<file path="config.mk">
export PLATFORM = sky130hd
export DESIGN_NAME = request_slot_tracker_flat
export DESIGN_NICKNAME = d
export VERILOG_FILES = /design/src/rtl/core/rst_pkg.sv /design/src/rtl/core/rst_if.sv /design/src/rtl/core/rst_ram.sv /design/src/rtl/core/rst_slot_store.sv /design/src/rtl/core/request_slot_tracker.sv /design/src/flat_wrapper.sv
export SDC_FILE = /design/constraint.sdc
export NUM_CORES = 1
export LEC_CHECK = 0
export BUFFER_PORTS_ARGS = -buffer_cell sky130_fd_sc_hd__buf_2
export CAP_MARGIN = 20
export CORE_MARGIN = 8
export CORE_UTILIZATION = 40
export DETAILED_ROUTE_END_ITERATION = 12
export HOLD_SLACK_MARGIN = 0.12
export SYNTH_ARGS = -nofsm -noshare
export SYNTH_HDL_FRONTEND = slang
export SYNTH_SLANG_ARGS = --single-unit
</file>
<file path="constraint.sdc">
create_clock -name clk_i -period 6.7 [get_ports clk_i]
set_input_delay 0 -clock clk_i [delete_from_list [all_inputs] [get_ports clk_i]]
set_output_delay 0 -clock clk_i [all_outputs]
set_load 0.1 [all_outputs]
</file>
<file path="src/rtl/core/rst_pkg.sv">
// Package for the request slot tracker: slot count, status and opcode codes,
// and the structs shared by the slot store and the top level.
// No dependencies.
`default_nettype none

package rst_pkg;

  localparam int unsigned SLOTS  = 8;
  localparam int unsigned SLOT_W = $clog2(SLOTS);

  typedef logic [SLOT_W-1:0] slot_idx_t;
  typedef logic [SLOT_W:0]   slot_cnt_t;

  localparam slot_cnt_t SLOT_CNT = slot_cnt_t'(SLOTS);

  localparam logic [2:0] OP_ALLOC  = 3'd0;
  localparam logic [2:0] OP_OLDEST = 3'd1;
  localparam logic [2:0] OP_WAIT   = 3'd2;
  localparam logic [2:0] OP_NET    = 3'd3;
  localparam logic [2:0] OP_SET    = 3'd4;
  localparam logic [2:0] OP_SWEEP  = 3'd5;

  localparam logic [2:0] ST_EMPTY          = 3'd0;
  localparam logic [2:0] ST_SERIAL_READY   = 3'd1;
  localparam logic [2:0] ST_SERIAL_NOREPLY = 3'd2;
  localparam logic [2:0] ST_SERIAL_WAIT    = 3'd3;
  localparam logic [2:0] ST_NET_READY      = 3'd4;

  localparam logic [31:0] TIMEOUT_RESET = 32'd1000;

  typedef struct packed {
    logic [31:0] stamp;
    logic [1:0]  owner;
    logic [8:0]  len;
  } slot_pl_t;

  localparam int unsigned PL_W = $bits(slot_pl_t);

  typedef struct packed {
    logic      rd_en;
    slot_idx_t rd_addr;
    logic      st_we;
    logic      pl_we;
    slot_idx_t wr_addr;
    logic [2:0] wr_state;
    slot_pl_t  wr_pl;
    logic      clr_en;
    slot_idx_t clr_addr;
  } store_cmd_t;

  typedef struct packed {
    logic [2:0] state;
    slot_pl_t   pl;
  } store_rd_t;

  typedef struct packed {
    logic       found;
    logic [2:0] found_slot;
    logic [1:0] found_client;
    logic [8:0] found_length;
    logic [2:0] found_status;
    logic [3:0] freed_count;
  } rsp_t;

endpackage

`default_nettype wire

</file>
<file path="src/rtl/core/rst_if.sv">
// Channel interfaces of the request slot tracker: request, response and
// configuration words, each with valid/ready. No dependencies.
`default_nettype none

interface rst_req_if;
  logic       valid;
  logic       ready;
  logic [2:0] opcode;
  logic [31:0] now_ms;
  logic [2:0] slot_index;
  logic [2:0] new_status;
  logic [1:0] client_id;
  logic [7:0] unit_id;
  logic [8:0] frame_length;

  modport source (output valid, opcode, now_ms, slot_index, new_status, client_id,
                  unit_id, frame_length, input ready);
  modport sink   (input valid, opcode, now_ms, slot_index, new_status, client_id,
                  unit_id, frame_length, output ready);
endinterface

interface rst_rsp_if;
  logic       valid;
  logic       ready;
  logic       found;
  logic [2:0] found_slot;
  logic [1:0] found_client;
  logic [8:0] found_length;
  logic [2:0] found_status;
  logic [3:0] freed_count;

  modport source (output valid, found, found_slot, found_client, found_length,
                  found_status, freed_count, input ready);
  modport sink   (input valid, found, found_slot, found_client, found_length,
                  found_status, freed_count, output ready);
endinterface

interface rst_cfg_if;
  logic        valid;
  logic        ready;
  logic [31:0] data;

  modport source (output valid, data, input ready);
  modport sink   (input valid, data, output ready);
endinterface

`default_nettype wire

</file>
<file path="src/rtl/core/rst_ram.sv">
// Generic single-write, single-read RAM with registered read data.
// No dependencies.
`default_nettype none

module rst_ram #(
  parameter int unsigned WIDTH = 8,
  parameter int unsigned DEPTH = 8
) (
  input  wire logic                     clk_i,
  input  wire logic                     we_i,
  input  wire logic [$clog2(DEPTH)-1:0] waddr_i,
  input  wire logic [WIDTH-1:0]         wdata_i,
  input  wire logic                     re_i,
  input  wire logic [$clog2(DEPTH)-1:0] raddr_i,
  output logic      [WIDTH-1:0]         rdata_o
);

  logic [WIDTH-1:0] mem_q [DEPTH];

  always_ff @(posedge clk_i) begin
    if (we_i) begin
      mem_q[waddr_i] <= wdata_i;
    end
    if (re_i) begin
      rdata_o <= mem_q[raddr_i];
    end
  end

endmodule

`default_nettype wire

</file>
<file path="src/rtl/core/rst_slot_store.sv">
// Slot store: status RAM with per-slot valid flags, and payload RAM
// (stamp, owner, length). Depends on rst_pkg and rst_ram.
`default_nettype none

module rst_slot_store
  import rst_pkg::*;
(
  input  wire logic       clk_i,
  input  wire logic       rst_ni,
  input  wire store_cmd_t cmd_i,
  output store_rd_t       rd_o
);

  logic [SLOTS-1:0] valid_q;
  logic             rd_valid_q;
  logic [2:0]       st_rdata;
  logic [PL_W-1:0]  pl_rdata;

  rst_ram #(.WIDTH(3), .DEPTH(SLOTS)) u_state_ram (
    .clk_i   (clk_i),
    .we_i    (cmd_i.st_we),
    .waddr_i (cmd_i.wr_addr),
    .wdata_i (cmd_i.wr_state),
    .re_i    (cmd_i.rd_en),
    .raddr_i (cmd_i.rd_addr),
    .rdata_o (st_rdata)
  );

  rst_ram #(.WIDTH(PL_W), .DEPTH(SLOTS)) u_payload_ram (
    .clk_i   (clk_i),
    .we_i    (cmd_i.pl_we),
    .waddr_i (cmd_i.wr_addr),
    .wdata_i (cmd_i.wr_pl),
    .re_i    (cmd_i.rd_en),
    .raddr_i (cmd_i.rd_addr),
    .rdata_o (pl_rdata)
  );

  always_ff @(posedge clk_i or negedge rst_ni) begin
    if (!rst_ni) begin
      valid_q    <= '0;
      rd_valid_q <= 1'b0;
    end else begin
      if (cmd_i.st_we) begin
        valid_q[cmd_i.wr_addr] <= 1'b1;
      end
      if (cmd_i.clr_en) begin
        valid_q[cmd_i.clr_addr] <= 1'b0;
      end
      if (cmd_i.rd_en) begin
        rd_valid_q <= valid_q[cmd_i.rd_addr];
      end
    end
  end

  assign rd_o.state = rd_valid_q ? st_rdata : ST_EMPTY;
  assign rd_o.pl    = slot_pl_t'(pl_rdata);

endmodule

`default_nettype wire

</file>
<file path="src/rtl/core/request_slot_tracker.sv">
// Request slot tracker top level: command sequencer around the slot store.
// Depends on rst_pkg, rst_if and rst_slot_store.
//
// Usage:
//   req_i carries one command word (opcode, time, slot, status, client, unit,
//   length); rsp_o returns exactly one result word per command. cfg_i writes
//   the timeout limit and is always ready; write it only while idle.
//   Search, allocate and sweep commands walk every slot through the store
//   RAMs, one read per cycle, before the result is offered; set and unknown
//   opcodes skip the scan and pass straight to the completion state.
//   One command is in work at a time, so req_i is ready only when the
//   sequencer is idle; the result sits in an output register, so the next
//   command is taken while the previous result still waits on rsp_o.
//   If rsp_o stalls with a result already held, the next command finishes
//   and waits until that word is taken.
//   Reset marks every slot empty, the allocation pointer at slot 0 and the
//   timeout at 1000 ms; it needs no clearing pass.
`default_nettype none

module request_slot_tracker
  import rst_pkg::*;
(
  input  wire logic clk_i,
  input  wire logic rst_ni,
  rst_req_if.sink   req_i,
  rst_rsp_if.source rsp_o,
  rst_cfg_if.sink   cfg_i
);

  typedef enum logic [2:0] {
    S_IDLE = 3'b001,
    S_SCAN = 3'b010,
    S_DONE = 3'b100
  } seq_state_e;

  seq_state_e  state_q, state_d;
  logic        rsp_vld_q, rsp_vld_d;
  rsp_t        rsp_q, rsp_d;
  slot_idx_t   ptr_q, ptr_d;
  logic [31:0] limit_q, limit_d;
  slot_cnt_t   iss_q, iss_d;
  logic        rd_vld_q, rd_vld_d;
  slot_idx_t   rd_idx_q, rd_idx_d;
  logic        have_q, have_d;
  logic [3:0]  freed_q, freed_d;

  logic [2:0]  op_q, op_d;
  logic [31:0] now_q, now_d;
  logic [1:0]  cli_q, cli_d;
  logic [7:0]  unit_q, unit_d;
  logic [8:0]  len_q, len_d;
  slot_idx_t   best_idx_q, best_idx_d;
  logic [1:0]  best_cli_q, best_cli_d;
  logic [8:0]  best_len_q, best_len_d;
  logic [2:0]  best_st_q, best_st_d;
  logic [31:0] best_age_q, best_age_d;

  store_cmd_t  cmd;
  store_rd_t   rd;
  logic        req_acc;
  logic        issue;
  slot_cnt_t   addr_sum;
  slot_idx_t   scan_addr;
  logic [31:0] age;
  logic [2:0]  alloc_st;

  rst_slot_store u_store (
    .clk_i  (clk_i),
    .rst_ni (rst_ni),
    .cmd_i  (cmd),
    .rd_o   (rd)
  );

  assign req_i.ready = (state_q == S_IDLE);
  assign cfg_i.ready = 1'b1;
  assign req_acc     = req_i.valid && req_i.ready;

  assign issue = (state_q == S_SCAN) && (iss_q < SLOT_CNT);

  always_comb begin
    addr_sum = iss_q + ((op_q == OP_ALLOC) ? slot_cnt_t'(ptr_q) : '0);
    if (addr_sum >= SLOT_CNT) begin
      addr_sum = addr_sum - SLOT_CNT;
    end
    scan_addr = addr_sum[SLOT_W-1:0];
  end

  assign age      = now_q - rd.pl.stamp;
  assign alloc_st = (unit_q == 8'd0) ? ST_SERIAL_NOREPLY : ST_SERIAL_READY;

  always_comb begin
    state_d    = state_q;
    rsp_vld_d  = rsp_vld_q;
    rsp_d      = rsp_q;
    ptr_d      = ptr_q;
    limit_d    = limit_q;
    iss_d      = iss_q;
    rd_vld_d   = issue;
    rd_idx_d   = scan_addr;
    have_d     = have_q;
    freed_d    = freed_q;
    op_d       = op_q;
    now_d      = now_q;
    cli_d      = cli_q;
    unit_d     = unit_q;
    len_d      = len_q;
    best_idx_d = best_idx_q;
    best_cli_d = best_cli_q;
    best_len_d = best_len_q;
    best_st_d  = best_st_q;
    best_age_d = best_age_q;
    cmd        = '0;

    if (rsp_vld_q && rsp_o.ready) begin
      rsp_vld_d = 1'b0;
    end
    if (cfg_i.valid && cfg_i.ready) begin
      limit_d = cfg_i.data;
    end

    case (state_q)
      S_IDLE: begin
        if (req_acc) begin
          op_d       = req_i.opcode;
          now_d      = req_i.now_ms;
          cli_d      = req_i.client_id;
          unit_d     = req_i.unit_id;
          len_d      = req_i.frame_length;
          have_d     = 1'b0;
          freed_d    = '0;
          iss_d      = '0;
          best_age_d = '0;
          if (req_i.opcode == OP_ALLOC || req_i.opcode == OP_OLDEST ||
              req_i.opcode == OP_WAIT || req_i.opcode == OP_NET ||
              req_i.opcode == OP_SWEEP) begin
            state_d = S_SCAN;
          end else begin
            if (req_i.opcode == OP_SET && 32'(req_i.slot_index) < SLOTS &&
                req_i.new_status <= ST_NET_READY) begin
              cmd.st_we    = 1'b1;
              cmd.wr_addr  = slot_idx_t'(req_i.slot_index);
              cmd.wr_state = req_i.new_status;
            end
            state_d = S_DONE;
          end
        end
      end

      S_SCAN: begin
        if (issue) begin
          cmd.rd_en   = 1'b1;
          cmd.rd_addr = scan_addr;
          iss_d       = iss_q + slot_cnt_t'(1);
        end
        if (rd_vld_q) begin
          case (op_q)
            OP_ALLOC: begin
              if (!have_q && rd.state == ST_EMPTY) begin
                have_d       = 1'b1;
                best_idx_d   = rd_idx_q;
                best_cli_d   = cli_q;
                best_len_d   = len_q;
                best_st_d    = alloc_st;
                cmd.st_we    = 1'b1;
                cmd.pl_we    = 1'b1;
                cmd.wr_addr  = rd_idx_q;
                cmd.wr_state = alloc_st;
                cmd.wr_pl    = '{stamp: now_q, owner: cli_q, len: len_q};
              end
            end
            OP_OLDEST: begin
              if ((rd.state == ST_SERIAL_READY || rd.state == ST_SERIAL_NOREPLY) &&
                  (!have_q || age > best_age_q)) begin
                have_d     = 1'b1;
                best_idx_d = rd_idx_q;
                best_cli_d = rd.pl.owner;
                best_len_d = rd.pl.len;
                best_st_d  = rd.state;
                best_age_d = age;
              end
            end
            OP_WAIT, OP_NET: begin
              if (!have_q && rd.state == ((op_q == OP_WAIT) ? ST_SERIAL_WAIT
                                                            : ST_NET_READY)) begin
                have_d     = 1'b1;
                best_idx_d = rd_idx_q;
                best_cli_d = rd.pl.owner;
                best_len_d = rd.pl.len;
                best_st_d  = rd.state;
              end
            end
            OP_SWEEP: begin
              if (rd.state != ST_EMPTY && age > limit_q) begin
                cmd.clr_en   = 1'b1;
                cmd.clr_addr = rd_idx_q;
                freed_d      = freed_q + 4'd1;
              end
            end
            default: begin
            end
          endcase
          if (!issue) begin
            state_d = S_DONE;
          end
        end
      end

      S_DONE: begin
        if (!rsp_vld_q || rsp_o.ready) begin
          rsp_d.found        = have_q;
          rsp_d.found_slot   = have_q ? 3'(best_idx_q) : 3'd0;
          rsp_d.found_client = have_q ? best_cli_q : 2'd0;
          rsp_d.found_length = have_q ? best_len_q : 9'd0;
          rsp_d.found_status = have_q ? best_st_q : 3'd0;
          rsp_d.freed_count  = freed_q;
          rsp_vld_d          = 1'b1;
          if (op_q == OP_ALLOC && have_q) begin
            ptr_d = best_idx_q;
          end
          state_d = S_IDLE;
        end
      end

      default: begin
        state_d = S_IDLE;
      end
    endcase
  end

  always_ff @(posedge clk_i or negedge rst_ni) begin
    if (!rst_ni) begin
      state_q   <= S_IDLE;
      rsp_vld_q <= 1'b0;
      ptr_q     <= '0;
      limit_q   <= TIMEOUT_RESET;
      iss_q     <= '0;
      rd_vld_q  <= 1'b0;
      have_q    <= 1'b0;
      freed_q   <= '0;
    end else begin
      state_q   <= state_d;
      rsp_vld_q <= rsp_vld_d;
      ptr_q     <= ptr_d;
      limit_q   <= limit_d;
      iss_q     <= iss_d;
      rd_vld_q  <= rd_vld_d;
      have_q    <= have_d;
      freed_q   <= freed_d;
    end
  end

  always_ff @(posedge clk_i) begin
    rsp_q      <= rsp_d;
    rd_idx_q   <= rd_idx_d;
    op_q       <= op_d;
    now_q      <= now_d;
    cli_q      <= cli_d;
    unit_q     <= unit_d;
    len_q      <= len_d;
    best_idx_q <= best_idx_d;
    best_cli_q <= best_cli_d;
    best_len_q <= best_len_d;
    best_st_q  <= best_st_d;
    best_age_q <= best_age_d;
  end

  assign rsp_o.valid        = rsp_vld_q;
  assign rsp_o.found        = rsp_q.found;
  assign rsp_o.found_slot   = rsp_q.found_slot;
  assign rsp_o.found_client = rsp_q.found_client;
  assign rsp_o.found_length = rsp_q.found_length;
  assign rsp_o.found_status = rsp_q.found_status;
  assign rsp_o.freed_count  = rsp_q.freed_count;

  a_scan_bound: assert property (@(posedge clk_i) disable iff (!rst_ni)
    state_q == S_SCAN |-> iss_q <= SLOT_CNT)
    else $error("scan issued past the last slot");

  a_read_in_scan: assert property (@(posedge clk_i) disable iff (!rst_ni)
    rd_vld_q |-> state_q == S_SCAN)
    else $error("read data returned outside a scan");

  a_rsp_from_done: assert property (@(posedge clk_i) disable iff (!rst_ni)
    $rose(rsp_vld_q) |-> $past(state_q == S_DONE))
    else $error("result word loaded outside the completion state");

  a_single_write: assert property (@(posedge clk_i) disable iff (!rst_ni)
    cmd.pl_we |-> state_q == S_SCAN && op_q == OP_ALLOC && !have_q)
    else $error("payload written outside the first free slot of an allocation");

endmodule

`default_nettype wire
</file>
<file path="src/flat_wrapper.sv">
// flat-port wrapper written by rule: the top's interface ports become plain ports
module request_slot_tracker_flat import rst_pkg::*;
  (clk_i, rst_ni, req_i_valid, req_i_opcode, req_i_now_ms, req_i_slot_index, req_i_new_status, req_i_client_id, req_i_unit_id, req_i_frame_length, req_i_ready, rsp_o_valid, rsp_o_found, rsp_o_found_slot, rsp_o_found_client, rsp_o_found_length, rsp_o_found_status, rsp_o_freed_count, rsp_o_ready, cfg_i_valid, cfg_i_data, cfg_i_ready);
  rst_req_if req_i_i ();
  rst_rsp_if rsp_o_i ();
  rst_cfg_if cfg_i_i ();
  input  wire logic clk_i;
  input  wire logic rst_ni;
  input wire logic [$bits(req_i_i.valid)-1:0] req_i_valid;
  input wire logic [$bits(req_i_i.opcode)-1:0] req_i_opcode;
  input wire logic [$bits(req_i_i.now_ms)-1:0] req_i_now_ms;
  input wire logic [$bits(req_i_i.slot_index)-1:0] req_i_slot_index;
  input wire logic [$bits(req_i_i.new_status)-1:0] req_i_new_status;
  input wire logic [$bits(req_i_i.client_id)-1:0] req_i_client_id;
  input wire logic [$bits(req_i_i.unit_id)-1:0] req_i_unit_id;
  input wire logic [$bits(req_i_i.frame_length)-1:0] req_i_frame_length;
  output wire logic [$bits(req_i_i.ready)-1:0] req_i_ready;
  output wire logic [$bits(rsp_o_i.valid)-1:0] rsp_o_valid;
  output wire logic [$bits(rsp_o_i.found)-1:0] rsp_o_found;
  output wire logic [$bits(rsp_o_i.found_slot)-1:0] rsp_o_found_slot;
  output wire logic [$bits(rsp_o_i.found_client)-1:0] rsp_o_found_client;
  output wire logic [$bits(rsp_o_i.found_length)-1:0] rsp_o_found_length;
  output wire logic [$bits(rsp_o_i.found_status)-1:0] rsp_o_found_status;
  output wire logic [$bits(rsp_o_i.freed_count)-1:0] rsp_o_freed_count;
  input wire logic [$bits(rsp_o_i.ready)-1:0] rsp_o_ready;
  input wire logic [$bits(cfg_i_i.valid)-1:0] cfg_i_valid;
  input wire logic [$bits(cfg_i_i.data)-1:0] cfg_i_data;
  output wire logic [$bits(cfg_i_i.ready)-1:0] cfg_i_ready;
  assign req_i_i.valid = req_i_valid;
  assign req_i_i.opcode = req_i_opcode;
  assign req_i_i.now_ms = req_i_now_ms;
  assign req_i_i.slot_index = req_i_slot_index;
  assign req_i_i.new_status = req_i_new_status;
  assign req_i_i.client_id = req_i_client_id;
  assign req_i_i.unit_id = req_i_unit_id;
  assign req_i_i.frame_length = req_i_frame_length;
  assign req_i_ready = req_i_i.ready;
  assign rsp_o_valid = rsp_o_i.valid;
  assign rsp_o_found = rsp_o_i.found;
  assign rsp_o_found_slot = rsp_o_i.found_slot;
  assign rsp_o_found_client = rsp_o_i.found_client;
  assign rsp_o_found_length = rsp_o_i.found_length;
  assign rsp_o_found_status = rsp_o_i.found_status;
  assign rsp_o_freed_count = rsp_o_i.freed_count;
  assign rsp_o_i.ready = rsp_o_ready;
  assign cfg_i_i.valid = cfg_i_valid;
  assign cfg_i_i.data = cfg_i_data;
  assign cfg_i_ready = cfg_i_i.ready;
  request_slot_tracker u_core (.clk_i(clk_i), .rst_ni(rst_ni), .req_i(req_i_i), .rsp_o(rsp_o_i), .cfg_i(cfg_i_i));
endmodule
</file>
==> flow_metrics.tcl <==
set metrics [dict create \
    core_um2 64300 \
    cts_tree "built" \
    die_area_um2 73500 \
    overflow 0 \
    setup-tns-final_ns 0 \
    cp.required_ns 6.95 \
    drt_iter0_markers 1061 \
    worstPathCellList "inv_1 -> ha_1 -> fa_1 -> nand2b_1 -> a21oi_1 -> o31a_1 -> a21o_1 -> a211oi_1 -> o21ai_0 -> mux2i_1 -> nor2_1 -> ha_1 -> nand4_1 -> or3_1 -> o21ai_0 -> nor3_1 -> o31a_1 -> o21ai_0 -> a21o_1 -> buf_4" \
    fin_cells 2864 \
    cpMostUsedCell "o21ai_0" \
    multi_input_area_um2 7750 \
    cts_sinks 600 \
    io_pins 122 \
    setup.worst_path.end_class "flip-flop" \
    antenna_found_initial 0 \
    critPathMaxFanout 32 \
    max_stage_delay_ns 0.64 \
    holdCritPathClass "in -> reg" \
    hold_viol_final 0 \
    async_flop_share_pct 9.67 \
    mostFrequentLayoutCells "539 x edfxtp_1, 194 x dlygate4sd3_1, 120 x buf_2" \
    period_minus_slack_ns 5.30 \
    maxCapViolations 0 \
    fin_crit_sh_pct 79.1 \
    max-vdd-ir-drop_mv 0.205 \
    cts_resized 0 \
    arrival_ns 5.55 \
    antenna_cells 0 \
    fmax_ghz 0.189 \
    port_buffers 120 \
    cp-start-kind "flip-flop" \
    synth_nets 1826 \
    synth_edf_count 539 \
    status "complete, no violations" \
    totalPowerFinal_uw 9860 \
    ys.flop_type "edfxtp_1" \
    grt_pass1_vias 15900 \
    drive_above_1_share_pct 20.3 \
    vias_per_cell 5.25 \
    cts_setup_buffers 0 \
    vias 15000 \
    grt_first_pass_wirelength_um 94100 \
    seq_area_um2 17700 \
    synth_seq_cells 600 \
    start_util_pct 40.4 \
    final_common_cell "edfxtp_1" \
    power_density_nw_per_um2 314 \
    cts.path.max_buffers 3 \
    path_class "reg -> reg" \
    die_w_um 271 \
    setup_violations 0 \
    seq_area_frac_synth_pct 68.1 \
    drc 0 \
    skew_ns 0.0247 \
    rsz0062_at_grt "no" \
    grt_max_degree 64 \
    grtUsageTotal_pct 16.5 \
    finalMaxSlewViolations 0 \
    dp_hpwl_um 36900 \
    area_growth_pct 20.9 \
    dr.pass1.iters 5 \
    fillerInstances 5423 \
    r2r_slack_ns 1.40 \
    final_nets 2162 \
    clk_pin_slew_ns 0.06 \
    synth_area_um2 26000 \
    dp.cells 2567 \
    ant_nets 0 \
    slowest_stage "a211oi_1" \
    synthCells 1629 \
    die_y_um 271 \
    syn-mean-instance-area_um2 16.0 \
    htree_levels 2 \
    numCtsBuffers 57 \
    yosysWarnings 0 \
    wl_per_cell_um 21.4 \
    yosysUniqueCellTypes 67 \
    drt-total-wl_um 61300 \
    clock_latency_ns 0.62 \
    gp_congestion 0.862 \
    rows 93 \
    clockRootBuffer "clkbuf_16" \
    worst_pin_slew_ns 1.02 \
    p_leak_uw 0.0122 \
    relSlewSlack_pct 31.9 \
]
-- final cells by class --
cell class / instances / area share (%)
flip-flops and latches: 600 / 56.3
well taps: 855 / 3.40
multi-input cells: 861 / 24.6
clock buffers: 78 / 5.08
inverters: 111 / 1.32
clock inverters: 25 / 0.720
repair buffers: 334 / 8.56
-- through the flow --
step	instance area [µm²]	util (%)	setup WS, ns	hold WS, ns
2_1_floorplan	26000	-	0.0339	-0.296
3_3_place_gp	27700	43.0	1.57	0.177
3_5_place_dp	27700	43.0	1.44	0.178
4_1_cts	31500	48.9	1.41	0.121
5_1_grt	31500	48.9	0.994	0.156
6_report	31500	48.9	1.40	0.148
-- critical path, delay by kind of cell, from the launching register on --
| family | cells | cell delay (ns) |
|---|---|---|
| fa+ha+maj | 3 | 0.72 |
| mux | 1 | 0.26 |
| simple gates | 5 | 0.93 |
| flops | 1 | 0.36 |
| buf+inv | 2 | 0.46 |
| compound gates | 9 | 2.21 |
-- state kept, by name, summed over array words and instances, names as in the netlist, 3 cells and up --
register                              count
u_core.state_q                            3
u_core.u_store.u_state_ram.rdata_o        3
u_core.rd_idx_q                           3
u_core.best_st_q                          3
u_core.rsp_o.found_status                 3
u_core.len_q                              9
u_core.u_store.u_state_ram.mem_q         24
u_core.best_idx_q                         3
u_core.u_store.valid_q                    8
u_core.unit_q                             8
u_core.op_q                               3
u_core.u_store.u_payload_ram.mem_q      344
u_core.freed_q                            4
u_core.rsp_o.freed_count                  4
u_core.ptr_q                              3
u_core.u_store.u_payload_ram.rdata_o     43
u_core.limit_q                           32
u_core.rsp_o.found_slot                   3
u_core.rsp_o.found_length                 9
u_core.iss_q                              4
u_core.best_age_q                        32
u_core.now_q                             32
u_core.best_len_q                         9
-- path summary, 6_finish.rpt --
| kind | from | to | depth (start not counted) |
|---|---|---|---|
| worst max-delay path | u_core.now_q[0]$_DFFE_PP_ | u_core.best_age_q[10]$_SDFFCE_PN0P_ | 20 |
| worst min-delay path | cfg_i_valid | u_core.limit_q[5]$_DFFE_PN1P_ | 2 |
| worst max register to register | u_core.now_q[0]$_DFFE_PP_ | u_core.best_age_q[10]$_SDFFCE_PN0P_ | 20 |
| worst min register to register | u_core.u_store.valid_q[7]$_DFF_PN0_ | u_core.u_store.valid_q[7]$_DFF_PN0_ | 1 |
| max in group asynchronous | rst_ni | u_core.u_store.rd_valid_q$_DFFE_PN0P_ | 4 |
| min in group asynchronous | rst_ni | u_core.limit_q[12]$_DFFE_PN0P_ | 4 |
-- synthesized netlist by cell type, types with 4 or more instances --
cell,number,area share [%]
nor3_1,19,0.37
o21a_1,11,0.32
a211oi_1,7,0.20
dfrtp_1,51,4.9
nand2b_1,5,0.12
ha_1,98,4.7
a22o_1,4,0.13
mux4_2,94,8.1
a21o_1,31,0.89
edfxtp_1,539,62
buf_2,14,0.27
buf_4,4,0.12
mux2_2,62,2.7
and3_1,9,0.22
mux2i_1,8,0.31
o21ai_0,62,1.2
or2_2,4,0.096
nor2b_1,15,0.36
and4_1,4,0.13
a31oi_1,12,0.29
and2_1,85,2.0
nor3b_1,5,0.14
xnor2_1,15,0.50
o211ai_1,7,0.20
a21oi_1,51,0.98
nor2_1,55,0.79
o22ai_1,4,0.096
nand2_1,87,1.3
nor4_1,7,0.17
o21bai_1,4,0.12
clkbuf_1,39,0.56
nand4_1,15,0.36
inv_1,110,1.6
dfstp_2,7,0.71
or3_1,7,0.17
nand3_1,14,0.27
o31a_1,5,0.17
o32a_1,4,0.15
xor2_1,11,0.37
-- report_power, final --
group / switching, µW / internal (µW)
logic: 1370 / 850
clock network: 1360 / 1780
registers: 144 / 4350
-- per-layer routing --
layer  vias up  track usage [%]  wire length (µm)
met2       366             27.2             29300
met1      7653             22.2             27400
met5         -                0                 0
met4         0             5.66              1980
met3       102             2.36              2620
li1       6920                -                 -
-- kinds of logic after synthesis --
group	count (synthesis)	share of synthesized area, %
AND/OR/NAND/NOR	339	6.77
XOR/XNOR	26	0.875
multiplexers	164	11.1
other	1	0.0144
flip-flops	600	68.1
AO/OA/AOI/OAI	231	5.74
adder cells (fa/ha/maj)	100	4.87
buffers and inverters	168	2.55
-- timing repair --
item                                   4_1_cts  5_1_grt
hold buffers                               194        0
setup endpoints to repair                    0        0
endpoints found under the hold margin      189        0
No activity file was read; power rests on OpenSTA's default activity.
